## src/hdl/u1lpe_pkg.sv

```systemverilog
// Types, constants and helper functions of the U(1) lattice plaquette engine.
// No dependencies; used by u1lpe_cmul, u1_lattice_plaquette_engine_unit and u1lpe_checker.
package u1lpe_pkg;

  localparam int GRID_X     = 16;
  localparam int GRID_Y     = 16;
  localparam int COORD_W    = 4;
  localparam int LINK_COUNT = 2 * GRID_X * GRID_Y;
  localparam int ADDR_W     = $clog2(LINK_COUNT);
  localparam int Q_W        = 16;
  localparam int FRAC       = Q_W - 1;
  // width of a product sum after the Q1.15 shift
  localparam int SAT_IN_W   = 2 * Q_W + 2 - FRAC;

  localparam logic signed [Q_W-1:0] Q_MAX = {1'b0, {(Q_W-1){1'b1}}};
  localparam logic signed [Q_W-1:0] Q_MIN = {1'b1, {(Q_W-1){1'b0}}};
  localparam logic signed [SAT_IN_W-1:0] SAT_HI = SAT_IN_W'(Q_MAX);
  localparam logic signed [SAT_IN_W-1:0] SAT_LO = SAT_IN_W'(Q_MIN);

  typedef enum logic [1:0] {
    OP_WRITE = 2'd0,
    OP_PLAQ  = 2'd1,
    OP_GAUGE = 2'd2
  } op_t;

  typedef struct packed {
    logic [1:0]             operation;
    logic [COORD_W-1:0]     site_x;
    logic [COORD_W-1:0]     site_y;
    logic                   direction;
    logic signed [Q_W-1:0]  link_re;
    logic signed [Q_W-1:0]  link_im;
    logic signed [Q_W-1:0]  g_here_re;
    logic signed [Q_W-1:0]  g_here_im;
    logic signed [Q_W-1:0]  g_right_re;
    logic signed [Q_W-1:0]  g_right_im;
    logic signed [Q_W-1:0]  g_up_re;
    logic signed [Q_W-1:0]  g_up_im;
  } in_beat_t;

  typedef struct packed {
    logic signed [Q_W-1:0]  field_value;
    logic                   saturated;
  } out_beat_t;

  typedef struct packed {
    logic signed [Q_W-1:0]  re;
    logic signed [Q_W-1:0]  im;
  } cplx_t;

  localparam cplx_t LINK_ONE = '{re: Q_MAX, im: '0};

  typedef struct packed {
    logic                   clamped;
    logic signed [Q_W-1:0]  value;
  } sat_t;

  typedef struct packed {
    logic   start;
    logic   conj_b;
    cplx_t  a;
    cplx_t  b;
  } cmul_req_t;

  typedef struct packed {
    logic   valid;
    logic   sat;
    cplx_t  res;
  } cmul_rsp_t;

  typedef enum logic [4:0] {
    ST_CLEAR,
    ST_IDLE,
    ST_WRITE,
    ST_P0, ST_P1, ST_P2, ST_P3, ST_P4, ST_P5, ST_P6, ST_P7, ST_P8,
    ST_G0, ST_G1, ST_G2, ST_G3, ST_G4, ST_G5, ST_G6,
    ST_DONE
  } state_t;

  function automatic sat_t sat_q15(input logic signed [SAT_IN_W-1:0] v);
    sat_t r;
    r.clamped = 1'b0;
    if (v > SAT_HI) begin
      r.clamped = 1'b1;
      r.value   = Q_MAX;
    end else if (v < SAT_LO) begin
      r.clamped = 1'b1;
      r.value   = Q_MIN;
    end else begin
      r.value   = v[Q_W-1:0];
    end
    return r;
  endfunction

  // entry = dir + 2*(x + GRID_X*y), optional +1 step in x or y with wrap
  function automatic logic [ADDR_W-1:0] link_addr(input logic [COORD_W-1:0] x,
                                                  input logic [COORD_W-1:0] y,
                                                  input logic dir,
                                                  input logic step_x,
                                                  input logic step_y);
    int xi;
    int yi;
    xi = int'(x) % GRID_X;
    yi = int'(y) % GRID_Y;
    if (step_x) xi = (xi == GRID_X - 1) ? 0 : xi + 1;
    if (step_y) yi = (yi == GRID_Y - 1) ? 0 : yi + 1;
    return ADDR_W'(int'(dir) + 2 * (xi + GRID_X * yi));
  endfunction

endpackage

```

## src/hdl/u1lpe_cmul.sv

```systemverilog
// Two-stage complex multiplier, Q1.15 in and out, floor rounding and saturation.
// Depends on u1lpe_pkg.
module u1lpe_cmul (
  input  logic                  clk,
  input  logic                  rst_n,
  input  u1lpe_pkg::cmul_req_t  req,
  output u1lpe_pkg::cmul_rsp_t  rsp
);

  localparam int OPW  = u1lpe_pkg::Q_W + 1;
  localparam int PPW  = u1lpe_pkg::Q_W + OPW;
  localparam int SUMW = 2 * u1lpe_pkg::Q_W + 2;

  logic signed [u1lpe_pkg::Q_W-1:0] a_re;
  logic signed [u1lpe_pkg::Q_W-1:0] a_im;
  logic signed [OPW-1:0]            b_re;
  logic signed [OPW-1:0]            b_im_raw;
  logic signed [OPW-1:0]            b_im;

  logic signed [PPW-1:0] pp_rr_r, pp_ii_r, pp_ri_r, pp_ir_r;
  logic                  v1_r;
  logic signed [SUMW-1:0] re_sum;
  logic signed [SUMW-1:0] im_sum;
  u1lpe_pkg::sat_t        re_sat;
  u1lpe_pkg::sat_t        im_sat;
  u1lpe_pkg::cplx_t       res_r;
  logic                   sat_r;
  logic                   v2_r;

  assign a_re     = req.a.re;
  assign a_im     = req.a.im;
  assign b_re     = {req.b.re[u1lpe_pkg::Q_W-1], req.b.re};
  assign b_im_raw = {req.b.im[u1lpe_pkg::Q_W-1], req.b.im};
  // conjugate kept one bit wider so -(-1.0) is exact
  assign b_im     = req.conj_b ? -b_im_raw : b_im_raw;

  always_ff @(posedge clk) begin
    pp_rr_r <= a_re * b_re;
    pp_ii_r <= a_im * b_im;
    pp_ri_r <= a_re * b_im;
    pp_ir_r <= a_im * b_re;
  end

  assign re_sum = SUMW'(pp_rr_r) - SUMW'(pp_ii_r);
  assign im_sum = SUMW'(pp_ri_r) + SUMW'(pp_ir_r);
  // arithmetic drop of the fraction bits is floor
  assign re_sat = u1lpe_pkg::sat_q15(re_sum[SUMW-1:u1lpe_pkg::FRAC]);
  assign im_sat = u1lpe_pkg::sat_q15(im_sum[SUMW-1:u1lpe_pkg::FRAC]);

  always_ff @(posedge clk) begin
    res_r.re <= re_sat.value;
    res_r.im <= im_sat.value;
    sat_r    <= re_sat.clamped | im_sat.clamped;
  end

  always_ff @(posedge clk) begin
    if (!rst_n) begin
      v1_r <= 1'b0;
      v2_r <= 1'b0;
    end else begin
      v1_r <= req.start;
      v2_r <= v1_r;
    end
  end

  assign rsp.valid = v2_r;
  assign rsp.sat   = sat_r;
  assign rsp.res   = res_r;

endmodule

```

## config.mk

```make
export PLATFORM = sky130hd
export DESIGN_NAME = u1lpe_cmul
export DESIGN_NICKNAME = d
export VERILOG_FILES = /design/src/hdl/u1lpe_pkg.sv /design/src/hdl/u1lpe_cmul.sv
export SDC_FILE = /design/constraint.sdc
export NUM_CORES = 2
export LEC_CHECK = 0
export ABC_AREA = 1
export BUFFER_PORTS_ARGS = -buffer_cell sky130_fd_sc_hd__buf_2
export CAP_MARGIN = 20
export CORE_MARGIN = 4
export CORE_UTILIZATION = 55
export DETAILED_ROUTE_END_ITERATION = 12
export GPL_TIMING_DRIVEN = 0
export PLACE_DENSITY = 0.8
export SLEW_MARGIN = 20
export SYNTH_ARGS = -nofsm -noshare
export SYNTH_HDL_FRONTEND = slang
export SYNTH_SLANG_ARGS = --single-unit
```

## constraint.sdc

```tcl
create_clock -name clk -period 9.5 [get_ports clk]
set_clock_uncertainty 0.15 [all_clocks]
set_input_delay 0.475 -clock clk [delete_from_list [all_inputs] [get_ports clk]]
set_output_delay 0.475 -clock clk [all_outputs]
set_load 0.02 [all_outputs]
```

[Word-level counts from Yosys, hierarchy flattened]
Cells that the tools add are included.
Word-level totals
  flip-flop bits (word level): 165
  input port bits: 68
  output and inout port bits: 34
  logic and storage cells: 28
Operators by class
  add/subtract/negate cells: 3
  $mul: 4
  magnitude comparators: 4
  multiplexer cells: 7
  bitwise logic cells: 1
Operator list (count)
  $mul A16 B17 Y33: 2
  $mul A16 B16 Y32: 2
  $mux W17: 3
  $gt A19 B16 Y1 const B: 2
  $lt A19 B16 Y1 const B: 2
  $add A33 B32 Y34: 1
  $sub A32 B33 Y34: 1
  $mux W16: 2
  $neg A16 Y17: 1
  $mux W1: 2
  $or A1 B1 Y1: 1

[Longest topological paths before layout]
  depth after elaboration: 5
  mapped depth: 36
  depth with buffers taken out: 35

[Worst setup path before layout]
No wires, ideal clock.
  path type: input port to flip-flop
  start: in req[0] in the netlist's numbering
  end: reg pp_ri_r[32]
  setup time: 0.123 ns
  data arrival time: 6.476 ns
  required time: 9.227 ns
  setup slack: 2.750 ns
  stages: 29
  buffers on the path: 1
  path through: inv_1 > ha_1 > nand2_1 > nor2_1 > nand3_1 > o41ai_1 > nand2_1 > o21ai_2 > inv_1 > buf_2 > nand2_1 > fa_1 > fa_1 > inv_1 > fa_1 > fa_1 > fa_1 > inv_1 > fa_1 > inv_1 > ha_1 > nand2_1 > nor3_1 > nand4_1 > nand3_1 > nand2_1 > nand2_1 > a21oi_1 > xor2_1
Between the ends
  cells in the longest elaborated chain, start to end: 3
Ends and longest elaborated chain
  from (decl): RTL line u1lpe_cmul.sv:6  | input u1lpe_pkg::cmul_req_t req,
  $neg A16 Y17: RTL line u1lpe_cmul.sv:35  | assign b_im = req.conj_b ? -b_im_raw : b_im_raw;
  $mux W17 *: RTL line u1lpe_cmul.sv:35
  $mul A16 B17 Y33 *: RTL line u1lpe_cmul.sv:40  | pp_ri_r <= a_re * b_im;
  to (signal assigned): RTL line u1lpe_cmul.sv:40
  to (decl): RTL line u1lpe_cmul.sv:20  | logic signed [PPW-1:0] pp_rr_r, pp_ii_r, pp_ri_r, pp_ir_r;
Every way passes the cells marked *; elsewhere a longest branch is shown, timed or not.
A chain may end at the register's enable or synchronous reset.

[Worst setup path in the final report]
  start: in req[0] in the netlist's numbering
  end: reg pp_ri_r[27]
The elaborated chain is that of the path after synthesis.

==> impl_metrics.env <==
export IMPL_status="completed"
export IMPL_drc=0
export IMPL_drive_gt1_share_pct=2.686
export IMPL_initial_core_util_pct=55.37
export IMPL_hold_violations=0
export IMPL_antenna_found_initial=10
export IMPL_dp_cells=7424
export IMPL_htree_levels=4
export IMPL_grt_use_total_pct=37.39
export IMPL_design_die_area_sq_mm=0.09367
export IMPL_dr_wl_met3_um=21030
export IMPL_worst_slew_pin_slew_ns=1.301
export IMPL_yosys_area_top_type_share_pct=44.09
export IMPL_grt_pass1_vias=42910
export IMPL_coreArea_sq_mm=0.08824
export IMPL_report_final_setup_viol=0
export IMPL_rsz0062_at_grt="false"
export IMPL_tritoncts="done"
export IMPL_fillers=8145
export IMPL_period_minus_slack_ns=9.143
export IMPL_via_per_inst=5.518
export IMPL_max_freq_mhz=109.4
export IMPL_drt_initial_drc_count=4341
export IMPL_fin_crit_sh_pct=96.25
export IMPL_wl_per_cell_um=23.01
export IMPL_clk_path_buf_depth=2
export IMPL_slew_violations=0
export IMPL_grt_max_degree=17
export IMPL_dr_max_layer_used="met5"
export IMPL_final_cell_count_no_fill=7461
export IMPL_ys_top_cells_by_count="inv_1, nand2_1, fa_1"
export IMPL_nNetsFinal=7821
export IMPL_wl_met1_um=65710
export IMPL_ios=102
export IMPL_io_buffers=85
export IMPL_fp_dieW_um=306.1
export IMPL_worstPathArrival_ns=9.42
export IMPL_place_hpwl_um=146400
export IMPL_cts_made_buffers=17
export IMPL_critical_path_class="primary input to flop"
export IMPL_hold_path_class="primary input to flop"
export IMPL_wl_um=171700
export IMPL_async_flop_share_pct=0
export IMPL_drtAntennaViolNets=0
export IMPL_synth_cells=6173
export IMPL_dr_pass1_iters=6
export IMPL_root_buffer="clkbuf_16"
export IMPL_fin_setup_tns_ns=0
export IMPL_num_vias=41170
export IMPL_max_slew_margin_pct=13.30
export IMPL_cts_sinks=165
export IMPL_ys_top_cells_by_area="fa_1, inv_1, nand2_1"
export IMPL_synth_edf_count=0
export IMPL_yosysTopAreaCell="fa_1"
export IMPL_postPlaceCellArea_sq_mm=0.05076
export IMPL_cp_end_kind="flop"
export IMPL_synth_seq_cells=165
export IMPL_cp_required_ns=9.77
export IMPL_worstPathMaxFanout=10
export IMPL_insertion_delay_ns=0.50
export IMPL_dr_wl_met2_um=73350
export IMPL_grt_pass1_wl_um=257100
export IMPL_gp_congestion=1.074
export IMPL_overflow=0
export IMPL_postSynthAreaPerCell_sq_um=7.915
export IMPL_ys_seq_area_share_pct=6.761
export IMPL_stdcell_area_sq_mm=0.05136
export IMPL_synth_cell_types=55
export IMPL_synth_nets=7714
export IMPL_post_cts_buffers=0
export IMPL_chipHeight_um=306.1
export IMPL_ys_warn_count=0
export IMPL_holdWs_ns=0.05653
export IMPL_crit_top_cell="fa_1"
export IMPL_syn_cell_area_sq_mm=0.04886
export IMPL_num_rows=109
export IMPL_path_clk_slew_ns=0.07
export IMPL_synthFlopType="dfxtp_1"
export IMPL_critPathMaxStageDelay_ns=0.75
export IMPL_cap_violations=0
export IMPL_synth_most_common_cell="inv_1"
export IMPL_syn_to_final_growth_pct=5.127
export IMPL_crit_path_top_delay_cell="inv_1"
export IMPL_startpoint_type="primary input"
==> flip-flops by register name, summed over array words and instances, names as in the netlist <==
name	flops
sat_r	1
rsp	32
pp_ii_r	33
pp_ri_r	33
pp_rr_r	32
v2_r	1
pp_ir_r	32
v1_r	1
==> repair_timing <==
item                      in CTS  in global routing
hold endpoints to repair       1                  0
hold buffers                   1                  0
resized for setup              0                  0
==> layout make-up <==
cell class	instances	area [sq um]	area share (%)
clock buffer	18	429.2	0.8355
antenna	3	7.507	0.01462
clock inverter	14	142.6	0.2777
timing repair buffer	88	457.9	0.8916
inverter	1770	6644	12.93
sequential	165	3303	6.431
tap	1165	1458	2.838
multi-input combinational	4042	38140	74.26
buffer	196	779.5	1.518
==> worst max-delay path, delay by kind of cell <==
kind            cells  cell delay (ns)
buf+inv             7             1.88
simple gates        7             1.58
fa+ha+maj           8             3.70
compound gates      5             1.46
xor+xnor            2             0.30
==> per-layer routing <==
| metal | GRT usage, % | vias to the layer above |
|---|---|---|
| met4 | 20.39 | 6 |
| met5 | 0 | - |
| met1 | 48.67 | 20350 |
| li1 | - | 17940 |
| met2 | 55.68 | 2321 |
| met3 | 12.12 | 562 |
==> final timing paths <==
path | endpoint | cells past startpoint | slack (ns) | start
setup / recovery | pp_ri_r[27] | 29 | 0.36 | req[0]
hold reg to reg | v2_r | 2 | 0.30 | v1_r
setup reg to reg | rsp[6] | 14 | 6.41 | pp_ir_r[12]
hold / removal | v1_r | 3 | 0.06 | rst_n
==> cell families (layout without fill, tap and decap cells) <==
logic type	after synthesis	after routing	synth area share, %
fa+ha+maj	1473	1473	54.25
xor+xnor	174	174	3.119
simple gates	1997	1997	16.09
flops	165	165	6.761
buf+inv	1966	2086	15.18
compound gates	398	398	4.592
other cells	0	3	0
==> cells in the final DEF (no fill, tap or decap), types with 4 or more instances in the layout <==
| cell type | count |
|---|---|
| or2_2 | 5 |
| nor2_2 | 10 |
| a21boi_0 | 5 |
| buf_4 | 4 |
| dfxtp_1 | 165 |
| nand3_1 | 92 |
| nand4_1 | 23 |
| clkbuf_16 | 17 |
| a31oi_1 | 9 |
| nor4_1 | 13 |
| nor3_1 | 28 |
| buf_2 | 97 |
| clkbuf_1 | 157 |
| inv_6 | 4 |
| o21ai_0 | 102 |
| fa_1 | 1076 |
| nand3b_1 | 8 |
| buf_1 | 18 |
| a21o_1 | 16 |
| nor2_1 | 429 |
| nand2_2 | 4 |
| o21bai_1 | 30 |
| nand2_1 | 1375 |
| a21oi_1 | 201 |
| o211ai_1 | 11 |
| xor2_1 | 106 |
| ha_1 | 397 |
| clkbuf_2 | 5 |
| clkinv_4 | 4 |
| xnor2_1 | 68 |
| inv_1 | 1765 |
==> through the flow <==
step,worst slack [ns],util [%]
after floorplan,2.750,-
after global placement,0.3774,57.51
after detailed placement,0.4589,57.53
after CTS,0.9791,58.19
after global routing,0.2236,58.21
final,0.3567,58.21
Power is left out: the tool's default activity adds up to more than one toggle a clock period on the data nets, which glitch-free logic cannot reach.
